<file path="src/rtl/core/sbus_frame_receiver_macros.svh">
// assertion macros for the s.bus frame receiver
// used by the rtl modules that carry concurrent checks; no other dependencies
`ifndef SBUS_FRAME_RECEIVER_MACROS_SVH
`define SBUS_FRAME_RECEIVER_MACROS_SVH

// condition in this cycle implies consequence in the same cycle
`define SBUSR_ASSERT_NOW(label, clk, rst_n, cond, cons, msg) \
    label: assert property (@(posedge clk) disable iff (!rst_n) (cond) |-> (cons)) \
        else $error(msg);

// condition in this cycle implies consequence in the next cycle
`define SBUSR_ASSERT_NEXT(label, clk, rst_n, cond, cons, msg) \
    label: assert property (@(posedge clk) disable iff (!rst_n) (cond) |=> (cons)) \
        else $error(msg);

`endif

</file>
<file path="src/rtl/core/sbusr_pkg.sv">
// shared constants, types and helpers for the s.bus frame receiver
// no dependencies
package sbusr_pkg;

    localparam int FRAME_BYTES   = 25;
    localparam int CHANNEL_COUNT = 18;
    localparam int PROP_CHANNELS = 16;
    localparam int CHAN_BITS     = 11;
    // bytes 1..23 are kept: 22 bytes of channel data plus the flags byte
    localparam int KEEP_BYTES    = 23;
    localparam int KEEP_BITS     = KEEP_BYTES * 8;
    localparam int PROP_BITS     = PROP_CHANNELS * CHAN_BITS;
    localparam int PULSE_OFFSET  = 880;

    // register reset values
    localparam logic [7:0]  TIMEOUT_RESET     = 8'd3;
    localparam logic [7:0]  START_BYTE_RESET  = 8'd15;
    localparam logic [10:0] SWITCH_HIGH_RESET = 11'd1812;
    localparam logic [10:0] SWITCH_LOW_RESET  = 11'd172;

    // configuration register indexes
    typedef enum logic [1:0] {
        CFG_FRAME_TIMEOUT = 2'd0,
        CFG_START_BYTE    = 2'd1,
        CFG_SWITCH_HIGH   = 2'd2,
        CFG_SWITCH_LOW    = 2'd3
    } t_cfg_index;

    // decoded frame handed to the result sequencer
    typedef struct packed {
        logic [PROP_BITS-1:0] chan_bits;
        logic [1:0]           flags;
    } t_frame;

    // pulse width in microseconds: raw * 5 / 8 + 880, truncated
    function automatic logic [11:0] pulse_of(input logic [CHAN_BITS-1:0] raw);
        logic [13:0] times5;
        times5 = {3'b000, raw} + {1'b0, raw, 2'b00};
        return 12'(times5 >> 3) + 12'(PULSE_OFFSET);
    endfunction

endpackage

</file>
<file path="src/rtl/core/sbusr_emitter.sv">
// result sequencer: walks a completed frame and emits 18 channel words
// depends on sbusr_pkg and sbus_frame_receiver_macros.svh
`include "sbus_frame_receiver_macros.svh"

module sbusr_emitter (
    input  logic                 i_clk,
    input  logic                 i_rst_n,
    input  logic                 i_load,
    input  sbusr_pkg::t_frame    i_frame,
    input  logic [10:0]          i_switch_high,
    input  logic [10:0]          i_switch_low,
    input  logic                 i_ready,
    output logic                 o_valid,
    output logic [4:0]           o_channel_index,
    output logic [10:0]          o_raw_value,
    output logic [11:0]          o_pulse_us,
    output logic                 o_last_of_frame
);

    localparam logic [4:0] LAST_CH  = 5'(sbusr_pkg::CHANNEL_COUNT - 1);
    localparam logic [4:0] FLAG0_CH = 5'(sbusr_pkg::PROP_CHANNELS);

    logic                 r_busy;
    logic [4:0]           r_ch;
    sbusr_pkg::t_frame    r_frame;
    logic                 w_flag;
    logic [10:0]          w_raw;

    // sequencer: load a frame, then step one channel per taken word
    always_ff @(posedge i_clk) begin
        if (!i_rst_n) begin
            r_busy <= 1'b0;
            r_ch   <= '0;
        end else if (i_load) begin
            r_busy  <= 1'b1;
            r_ch    <= '0;
            r_frame <= i_frame;
        end else if (r_busy && i_ready) begin
            if (r_ch == LAST_CH) begin
                r_busy <= 1'b0;
            end else begin
                r_ch              <= r_ch + 5'd1;
                r_frame.chan_bits <= r_frame.chan_bits >> sbusr_pkg::CHAN_BITS;
            end
        end
    end

    // digital channels map their flag bit to the configured levels
    assign w_flag = (r_ch == FLAG0_CH) ? r_frame.flags[0] : r_frame.flags[1];
    assign w_raw  = (r_ch < FLAG0_CH) ? r_frame.chan_bits[sbusr_pkg::CHAN_BITS-1:0]
                                      : (w_flag ? i_switch_high : i_switch_low);

    assign o_valid         = r_busy;
    assign o_channel_index = r_ch;
    assign o_raw_value     = w_raw;
    assign o_pulse_us      = sbusr_pkg::pulse_of(w_raw);
    assign o_last_of_frame = (r_ch == LAST_CH);

    `SBUSR_ASSERT_NOW(a_load_idle, i_clk, i_rst_n, i_load, !r_busy, "frame loaded while busy")
    `SBUSR_ASSERT_NEXT(a_run_holds, i_clk, i_rst_n, r_busy && i_ready && r_ch != LAST_CH, r_busy, "sequence ended early")
    `SBUSR_ASSERT_NEXT(a_last_ends, i_clk, i_rst_n, r_busy && i_ready && r_ch == LAST_CH, !r_busy, "sequence ran past last channel")
    `SBUSR_ASSERT_NOW(a_ch_range, i_clk, i_rst_n, r_busy, r_ch <= LAST_CH, "channel counter out of range")

endmodule

</file>
<file path="src/rtl/core/sbus_frame_receiver.sv">
// s.bus frame receiver top level: frame assembly, timeout and configuration
// depends on sbusr_pkg and sbusr_emitter
//
// channel   handshake          payload
// rx in     i_valid / o_ready  i_rx_byte, i_arrival_ms
// result    o_valid / i_ready  o_channel_index, o_raw_value, o_pulse_us, o_last_of_frame
// config    i_cfg_we           i_cfg_index, i_cfg_data
//
// a byte is taken while o_ready is high; the byte that completes a frame loads the
// result sequencer, which gives 18 words, one per cycle when not stalled.
// while those words are pending, a byte arriving at position 24 waits, since
// the sequencer holds one frame; other bytes are taken every cycle.
// reset is synchronous, clears position and frame start time and sets the config registers to their reset values.

module sbus_frame_receiver (
    input  logic        i_clk,
    input  logic        i_rst_n,
    input  logic        i_valid,
    output logic        o_ready,
    input  logic [7:0]  i_rx_byte,
    input  logic [31:0] i_arrival_ms,
    output logic        o_valid,
    input  logic        i_ready,
    output logic [4:0]  o_channel_index,
    output logic [10:0] o_raw_value,
    output logic [11:0] o_pulse_us,
    output logic        o_last_of_frame,
    input  logic        i_cfg_we,
    input  logic [1:0]  i_cfg_index,
    input  logic [10:0] i_cfg_data
);

    localparam logic [4:0] FULL_POS = 5'(sbusr_pkg::FRAME_BYTES);
    localparam logic [4:0] LAST_POS = 5'(sbusr_pkg::FRAME_BYTES - 1);
    localparam logic [4:0] KEEP_END = 5'(sbusr_pkg::KEEP_BYTES);

    logic [7:0]                     r_timeout;
    logic [7:0]                     r_start_byte;
    logic [10:0]                    r_switch_high;
    logic [10:0]                    r_switch_low;
    logic [4:0]                     r_pos;
    logic [4:0]                     n_pos;
    logic [31:0]                    r_start_time;
    logic [31:0]                    n_start_time;
    logic [sbusr_pkg::KEEP_BITS-1:0] r_bytes;
    logic                           w_accept;
    logic [31:0]                    w_elapsed;
    logic [4:0]                     w_pos_eff;
    logic                           w_shift;
    logic                           w_load;
    sbusr_pkg::t_frame              w_frame;

    // configuration registers
    always_ff @(posedge i_clk) begin
        if (!i_rst_n) begin
            r_timeout     <= sbusr_pkg::TIMEOUT_RESET;
            r_start_byte  <= sbusr_pkg::START_BYTE_RESET;
            r_switch_high <= sbusr_pkg::SWITCH_HIGH_RESET;
            r_switch_low  <= sbusr_pkg::SWITCH_LOW_RESET;
        end else if (i_cfg_we) begin
            case (sbusr_pkg::t_cfg_index'(i_cfg_index))
                sbusr_pkg::CFG_FRAME_TIMEOUT: r_timeout     <= i_cfg_data[7:0];
                sbusr_pkg::CFG_START_BYTE:    r_start_byte  <= i_cfg_data[7:0];
                sbusr_pkg::CFG_SWITCH_HIGH:   r_switch_high <= i_cfg_data;
                sbusr_pkg::CFG_SWITCH_LOW:    r_switch_low  <= i_cfg_data;
                default: ;
            endcase
        end
    end

    // hold the completing byte while the sequencer still owns a frame
    assign o_ready  = !(o_valid && r_pos == LAST_POS);
    assign w_accept = i_valid && o_ready;

    // timeout check and next position
    assign w_elapsed = i_arrival_ms - r_start_time;
    assign w_pos_eff = (w_elapsed > {24'd0, r_timeout}) ? 5'd0 : r_pos;

    always_comb begin
        n_pos        = w_pos_eff;
        n_start_time = r_start_time;
        w_shift      = 1'b0;
        w_load       = 1'b0;
        if (w_pos_eff == 5'd0) begin
            if (i_rx_byte == r_start_byte) begin
                n_pos        = 5'd1;
                n_start_time = i_arrival_ms;
            end
        end else if (w_pos_eff < FULL_POS) begin
            n_pos   = w_pos_eff + 5'd1;
            w_shift = (w_pos_eff <= KEEP_END);
            w_load  = (w_pos_eff == LAST_POS);
        end
    end

    // frame position and start time
    always_ff @(posedge i_clk) begin
        if (!i_rst_n) begin
            r_pos        <= '0;
            r_start_time <= '0;
        end else if (w_accept) begin
            r_pos        <= n_pos;
            r_start_time <= n_start_time;
        end
    end

    // bytes 1..23 shift in from the top, byte 1 ends at the bottom
    always_ff @(posedge i_clk) begin
        if (w_accept && w_shift) begin
            r_bytes <= {i_rx_byte, r_bytes[sbusr_pkg::KEEP_BITS-1:8]};
        end
    end

    assign w_frame.chan_bits = r_bytes[sbusr_pkg::PROP_BITS-1:0];
    assign w_frame.flags     = r_bytes[sbusr_pkg::PROP_BITS+1:sbusr_pkg::PROP_BITS];

    // result sequencer
    sbusr_emitter u_emitter (
        .i_clk           (i_clk),
        .i_rst_n         (i_rst_n),
        .i_load          (w_accept && w_load),
        .i_frame         (w_frame),
        .i_switch_high   (r_switch_high),
        .i_switch_low    (r_switch_low),
        .i_ready         (i_ready),
        .o_valid         (o_valid),
        .o_channel_index (o_channel_index),
        .o_raw_value     (o_raw_value),
        .o_pulse_us      (o_pulse_us),
        .o_last_of_frame (o_last_of_frame)
    );

endmodule
</file>
<file path="config.mk">
export PLATFORM = sky130hd
export DESIGN_NAME = sbus_frame_receiver
export DESIGN_NICKNAME = d
export VERILOG_FILES = /design/src/rtl/core/sbusr_pkg.sv /design/src/rtl/core/sbusr_emitter.sv /design/src/rtl/core/sbus_frame_receiver.sv
export VERILOG_INCLUDE_DIRS = /design/src /design/src/rtl/core
export SDC_FILE = /design/constraint.sdc
export NUM_CORES = 1
export LEC_CHECK = 0
export BUFFER_PORTS_ARGS = -buffer_cell sky130_fd_sc_hd__buf_2
export CAP_MARGIN = 15
export CORE_MARGIN = 2
export CORE_UTILIZATION = 56
export DETAILED_ROUTE_END_ITERATION = 12
export PLACE_DENSITY = 0.74
export RECOVER_POWER = 100
export SLEW_MARGIN = 20
export SYNTH_ARGS = -nofsm -noshare
export SYNTH_HDL_FRONTEND = slang
export SYNTH_HIERARCHICAL = 1
export SYNTH_SLANG_ARGS = --single-unit
export TNS_END_PERCENT = 50
</file>
<file path="constraint.sdc">
create_clock -name i_clk -period 22.1 [get_ports i_clk]
set_clock_uncertainty 0.2 [all_clocks]
set_input_delay 6.63 -clock i_clk [delete_from_list [all_inputs] [get_ports i_clk]]
set_output_delay 6.63 -clock i_clk [all_outputs]
set_load 0.1 [all_outputs]
</file>
; After elaboration in Yosys (flattened, before gate mapping)
; Cells that the tools add are included.
[totals]
input_bits = 58
ff_bits = 443
output_inout_bits = 31
[classes]
bitwise_logic = 2
n_lt_le_gt_ge = 4
n_reduce_logical = 20
eq_ne = 9
n_mux = 17
n_addsub = 5
[op_table]
columns = operator, count
row1 = two-way mux 176 bit, 3
row2 = > comparator 32 x 8 -> 1 bit, 1
row3 = subtractor 32 bit, 1
row4 = two-way mux 11 bit, 2
row5 = equality test 5 bit (second input constant), 4
row6 = two-way mux 5 bit, 4
row7 = adder 11 x 13 -> 14 bit, 1
row8 = AND reduction 2 bit, 7
row9 = adder 11 x 10 -> 12 bit (second input constant), 1
row10 = adder 5 x 1 -> 5 bit (second input constant), 2
row11 = < comparator 5 bit (second input constant), 2
row12 = equality test 8 bit, 1
row13 = two-way mux 1 bit, 8
row14 = AND reduction 3 bit, 2
row15 = <= comparator 5 bit (second input constant), 1
row16 = logical AND 1 bit, 5
row17 = zero test 5 bit, 1
row18 = equality test 2 bit (second input constant), 2
row19 = nonzero test 2 bit, 2
row20 = equality test 2 x 1 -> 1 bit (second input constant), 1
row21 = zero test 2 bit, 1
row22 = inequality test 2 x 1 -> 1 bit (second input constant), 1
row23 = NOT 1 bit, 2
row24 = OR reduction 2 bit, 1
row25 = zero test 1 bit, 1

; Depth between registers and ports, before layout
[logic_depth]
depth_word = 9
mapped_depth = 23
ltp_nobuf = 23

; Modules after synthesis
; The synthesis kept the hierarchy.
[modules_own_cells]
columns = module, area_per_inst_um2, cells_each, instances
row1 = sbus_frame_receiver, 11284.6, 948, 1
row2 = sbusr_emitter, 8787.2, 571, 1

; Worst setup path before layout
; No wires, ideal clock.
[synth_timing]
path_type = input-to-reg
from = input port i_arrival_ms[0]
to = register r_bytes[0] in the netlist's numbering (enable)
setup_ns = 0.953
arrival_ns = 22.082
cell_stages = 18
path_slack_ns = -1.135
required_ns = 20.947
cell_sequence = inv_1 > ha_1 > fa_1 > nand2b_1 > a21oi_1 > nor2_1 > xnor2_1 > ha_1 > nand4_1 > o22ai_1 > nand4b_1 > nor4_1 > nand4_1 > nor4_1 > nand2_1 > ha_1 > o31a_1 > nor3_1
[synth_via]
elab_chain_len = 7
word_cells_on_any_way = 9
classes_between = add/sub (1) / order compare (3) / mux (3) / reduce/logical (2)
[synth_rtl]
columns = element, line_no
row1 = "start, declared", sbus_frame_receiver.sv:21  ; input logic [31:0] i_arrival_ms,
row2 = subtractor 32 bit (*), sbus_frame_receiver.sv:76  ; assign w_elapsed = i_arrival_ms - r_start_time;
row3 = > comparator 32 x 8 -> 1 bit (*), sbus_frame_receiver.sv:77  ; assign w_pos_eff = (w_elapsed > {24'd0, r_timeout}) ? 5'd0 : r_pos;
row4 = two-way mux 5 bit (*), sbus_frame_receiver.sv:77
row5 = <= comparator 5 bit or < comparator 5 bit (tied branches), "sbus_frame_receiver.sv:91, sbus_frame_receiver.sv:89"
row6 = two-way mux 1 bit, sbus_frame_receiver.sv:89  ; end else if (w_pos_eff < FULL_POS) begin
row7 = two-way mux 1 bit (*), sbus_frame_receiver.sv:84  ; if (w_pos_eff == 5'd0) begin
row8 = logical AND 1 bit (*), sbus_frame_receiver.sv:109  ; if (w_accept && w_shift) begin
row9 = "end signal, assigned", sbus_frame_receiver.sv:110  ; r_bytes <= {i_rx_byte, r_bytes[sbusr_pkg::KEEP_BITS-1:8]};
row10 = "end, declared", sbus_frame_receiver.sv:45  ; logic [sbusr_pkg::KEEP_BITS-1:0] r_bytes;
; Mark *: on every way between the ends. The rest lies on a longest branch, timed or not.
; A chain may end at the register's enable or synchronous reset.

; Worst setup path in the final report
[layout_timing]
from = input port i_arrival_ms[0]
to = register u_emitter/r_frame[135] in the netlist's numbering (enable)
[layout_via]
elab_chain_len = 9
word_cells_on_any_way = 12
classes_between = add/sub (1) / order compare (2) / eq/ne (2) / mux (3) / reduce/logical (4)
[layout_rtl]
columns = element, line_no
row1 = subtractor 32 bit (*), sbus_frame_receiver.sv:76
row2 = > comparator 32 x 8 -> 1 bit (*), sbus_frame_receiver.sv:77
row3 = two-way mux 5 bit (*), sbus_frame_receiver.sv:77
row4 = < comparator 5 bit or equality test 5 bit (tied branches), "sbus_frame_receiver.sv:89, sbus_frame_receiver.sv:92"
row5 = two-way mux 1 bit, sbus_frame_receiver.sv:89
row6 = two-way mux 1 bit (*), sbus_frame_receiver.sv:84
row7 = logical AND 1 bit (*), sbus_frame_receiver.sv:121  ; .i_load (w_accept && w_load),
row8 = inequality test 2 x 1 -> 1 bit (no line) or nonzero test 2 bit (tied branches), --
row9 = AND reduction 3 bit (no line) (*), --
row10 = "end signal, assigned", sbusr_emitter.sv:37  ; r_frame <= i_frame;
row11 = "end, declared", sbusr_emitter.sv:25  ; sbusr_pkg::t_frame r_frame;
; Marks and branches as above.

==> run metrics <==
Leak=6.60 nW; crit path to=u_emitter/r_frame[135]; slew margin rel.=-188%; I/O Pins=89; initial antenna violation count=1; post-layout util=62.7%; pin count of the biggest net entering global routing=between 150 and 200; Syn Area/Cell=13.2 um2; Buf+Inv Stages, Crit Path=3; Post-synth top flop=edfxtp_1; Pwr Density=76.5 nW/um2; Iteration-0 DRC Markers=809; Slew @ Worst Pin=between 4 and 5 ns; Reg clk slew, reported paths=0.06 ns; largest area contributor in the netlist=edfxtp_1; f_max=60.3 MHz; Residual DRC=0; cts repair resizes=0; fin nets=1704; Worst Hold Class=flip-flop to flip-flop; final worst-path cycle share=75.0%; number of synthesized flops with an enable pin=roughly 360; Synth Register Bits=443; routed len/inst=18.0 um; first-pass GRT wire length=60700 um; r2r setup slk=11.43 ns; TritonCTS clock tree=done; failing checks=max-capacitance violations, max-slew violations; clk root buf=clkbuf_16; vias in the first global route=11900; most common cell in the netlist=edfxtp_1; Seq/Total Area, Yosys=a little over 60%; fill cell count=2715; initial core utilization=between 50% and 60%; post-synth top area share=a little over half; Pre-Repair DR Iteration Count=5; Setup TNS=0 ns; FFs w/ async S/R, synth=0%; IO buf count=88; via count=about 12000; count of pins over their slew limit=514; synthesized cell area=20100 um2; full die area=37400 um2; Overall Global Routing Usage=approximately a fifth; CTS H-tree depth=2; Num CTS Buffers=44; WL final=between 30000 and 40000 um; Gate Count Post-Synth=1519; core area=35400 um2; WP data required=21.96 ns; startpoint types=primary input; worst r2r dst=u_emitter/r_frame[135]; final setup fails=0; via/cell ratio=5.74; Critical Path Fanout Max=73; Synth-to-Final Area Change=10.6%; clk_lat worst skew=0.54 ns; Synth area leaders=edfxtp_1 54%, mux2_2 9.3%, dfxtp_1 8.1%; Critical Path Sink Type=flip-flop; Final Critical Period=roughly 17 ns; Rows=69; DRT antenna net count=0; routability cong.=0.888; Final Power=1.70 mW; RSZ-0062 raised after global routing=no; worst path cell trace=clkbuf_1 > inv_1 > ha_1 > fa_1 > nand2b_1 > a21oi_1 > nor2_1 > xnor2_1 > ha_1 > nand4_1 > o22ai_1 > nand4b_1 > nor4_1 > nand4_1 > nor4_1 > and3_1 > and4_1 > o21a_1 > clkbuf_1; Critical R2R Launch=r_start_time[0]; clock buffer depth=3; CTS Sinks=443; hold_buf cts=0; top post-synthesis cells by count=362 x edfxtp_1, 186 x nand2_1, 166 x mux2_2; syn nets=1630; DP HPWL=24600 um; Stages on worst setup path=19; post-CTS setup buffers=0; synth warn=6; maximum vdd ir drop=0.0956 mV; WS Path Type=primary input to flip-flop; R2R cell count=17; share of cells above drive strength 1=19.4%; Yosys cell types=about 90; worst path arrival time=16.44 ns; Die X=193 um; Worst path top cell family by delay=simple AND/OR/NAND/NOR gates; die height=~190 um; final hold viol count=0; critical path's slowest cell=clkbuf_1; outcome=finished with violations; Largest stage delay, worst path=2.86 ns; gr ovfl total=0; CP Launch Point=i_arrival_ms[0]; max capacitance violation total=9
placed cells by master (no fill, tap or decap), types with 7 or more instances in the layout:
cell       synthesis  layout
o211ai_1          11      11
clkinv_1           0       8
nor4_1            14      14
edfxtp_1         362     362
mux2i_1           59      59
and3_1             8       8
xor2_1            16      16
o21ai_0           23      23
buf_2             14      45
a21boi_0          16      17
dfxtp_1           81      81
nand3_1           20      20
o21a_1             8       8
inv_1             63      63
clkbuf_1          44      55
xnor2_1           25      25
and2_0             1      11
nand2_1          186     186
nor3_1            14      14
a21oi_2            7       7
nor2b_1           14      14
clkinv_2           0      11
ha_1              51      51
nand2b_1           8       8
clkbuf_16          0      44
nand4_1           22      22
a31oi_1           12      12
a21oi_1           58      58
nor2_1            63      63
a21o_1            16      16
o21ai_1            9       9
mux2_2           166     163
layout make-up:
class	count	area [um2]	share of cell area, %
tap	461	577	2.60
sequential	443	12500	56.3
clock buffer	52	1160	5.23
inverter	63	236	1.07
antenna	1	2.50	0.0113
clock inverter	29	262	1.18
multi-input combinational	945	7030	31.7
timing repair buffer	96	433	1.95
worst min-delay path by stage:
stage                  from      endpoint  slack (ns)  cells after the start
2_1_floorplan  r_bytes[178]  r_bytes[170]        0.20                      0
3_3_place_gp   r_bytes[179]  r_bytes[171]        0.22                      0
3_5_place_dp   r_bytes[183]  r_bytes[175]        0.21                      0
4_1_cts        r_bytes[183]  r_bytes[175]        0.24                      0
5_1_grt        r_bytes[181]  r_bytes[173]        0.24                      0
6_report       r_bytes[181]  r_bytes[173]        0.23                      0
state kept, by name, summed over array words and instances, names as in the netlist:
register / count
r_switch_high: 11
r_start_byte: 8
u_emitter/r_frame: 178
u_emitter/o_channel_index: 5
r_switch_low: 11
u_emitter/o_valid: 1
r_start_time: 32
r_pos: 5
r_bytes: 184
r_timeout: 8
kinds of logic (layout without fill, tap and decap cells):
family                     count (synthesis)  count (layout)  synth area share [%]
AOI/OAI and AO/OA                        217             217                  7.44
xor gates and xnor gates                  41              41                  1.79
adders and majority gates                 56              56                  3.53
buffers and inverters                    131             240                  2.75
DFF                                      443             443                  62.2
muxes                                    226             226                  12.3
other                                      0               1                     0
and+or+nand+nor                          405             405                  9.92
worst register-to-register path: cells and delay by family, from the launching register on:
family / cells / cell delay [ns]
AOI/OAI and AO/OA: 3 / 2.29
xor gates and xnor gates: 1 / 0.15
adders and majority gates: 3 / 0.92
buffers and inverters: 1 / 2.87
DFF: 1 / 0.32
and+or+nand+nor: 9 / 3.37
report_power, final:
group	switching [mW]	internal, mW	total [mW]	leakage, nW
clock	0.308	0.423	0.731	0.698
combinational	0.0442	0.0274	0.0715	2.58
sequential	0.00190	0.892	0.894	3.32
routing by layer:
metal  vias to the layer above  track usage (%)  routed length [um]
met4                         0             5.32                 689
li1                       5772                -                   -
met1                      5870             27.7               17200
met2                       309             32.7               18000
met5                         -                0                   0
met3                        55             3.21                1820
per-stage QoR:
stage	instance area [um2]	instances	hold WS [ns]	worst slack, ns
after floorplan	20100	1519	0.200	4.49
after global placement	20900	2007	0.220	9.22
after detailed placement	20900	2007	0.211	9.09
after CTS	22300	2088	0.237	8.87
after global routing	22200	2090	0.236	4.34
final	22200	2090	0.235	5.52
Power figures use the tool's default switching activity.
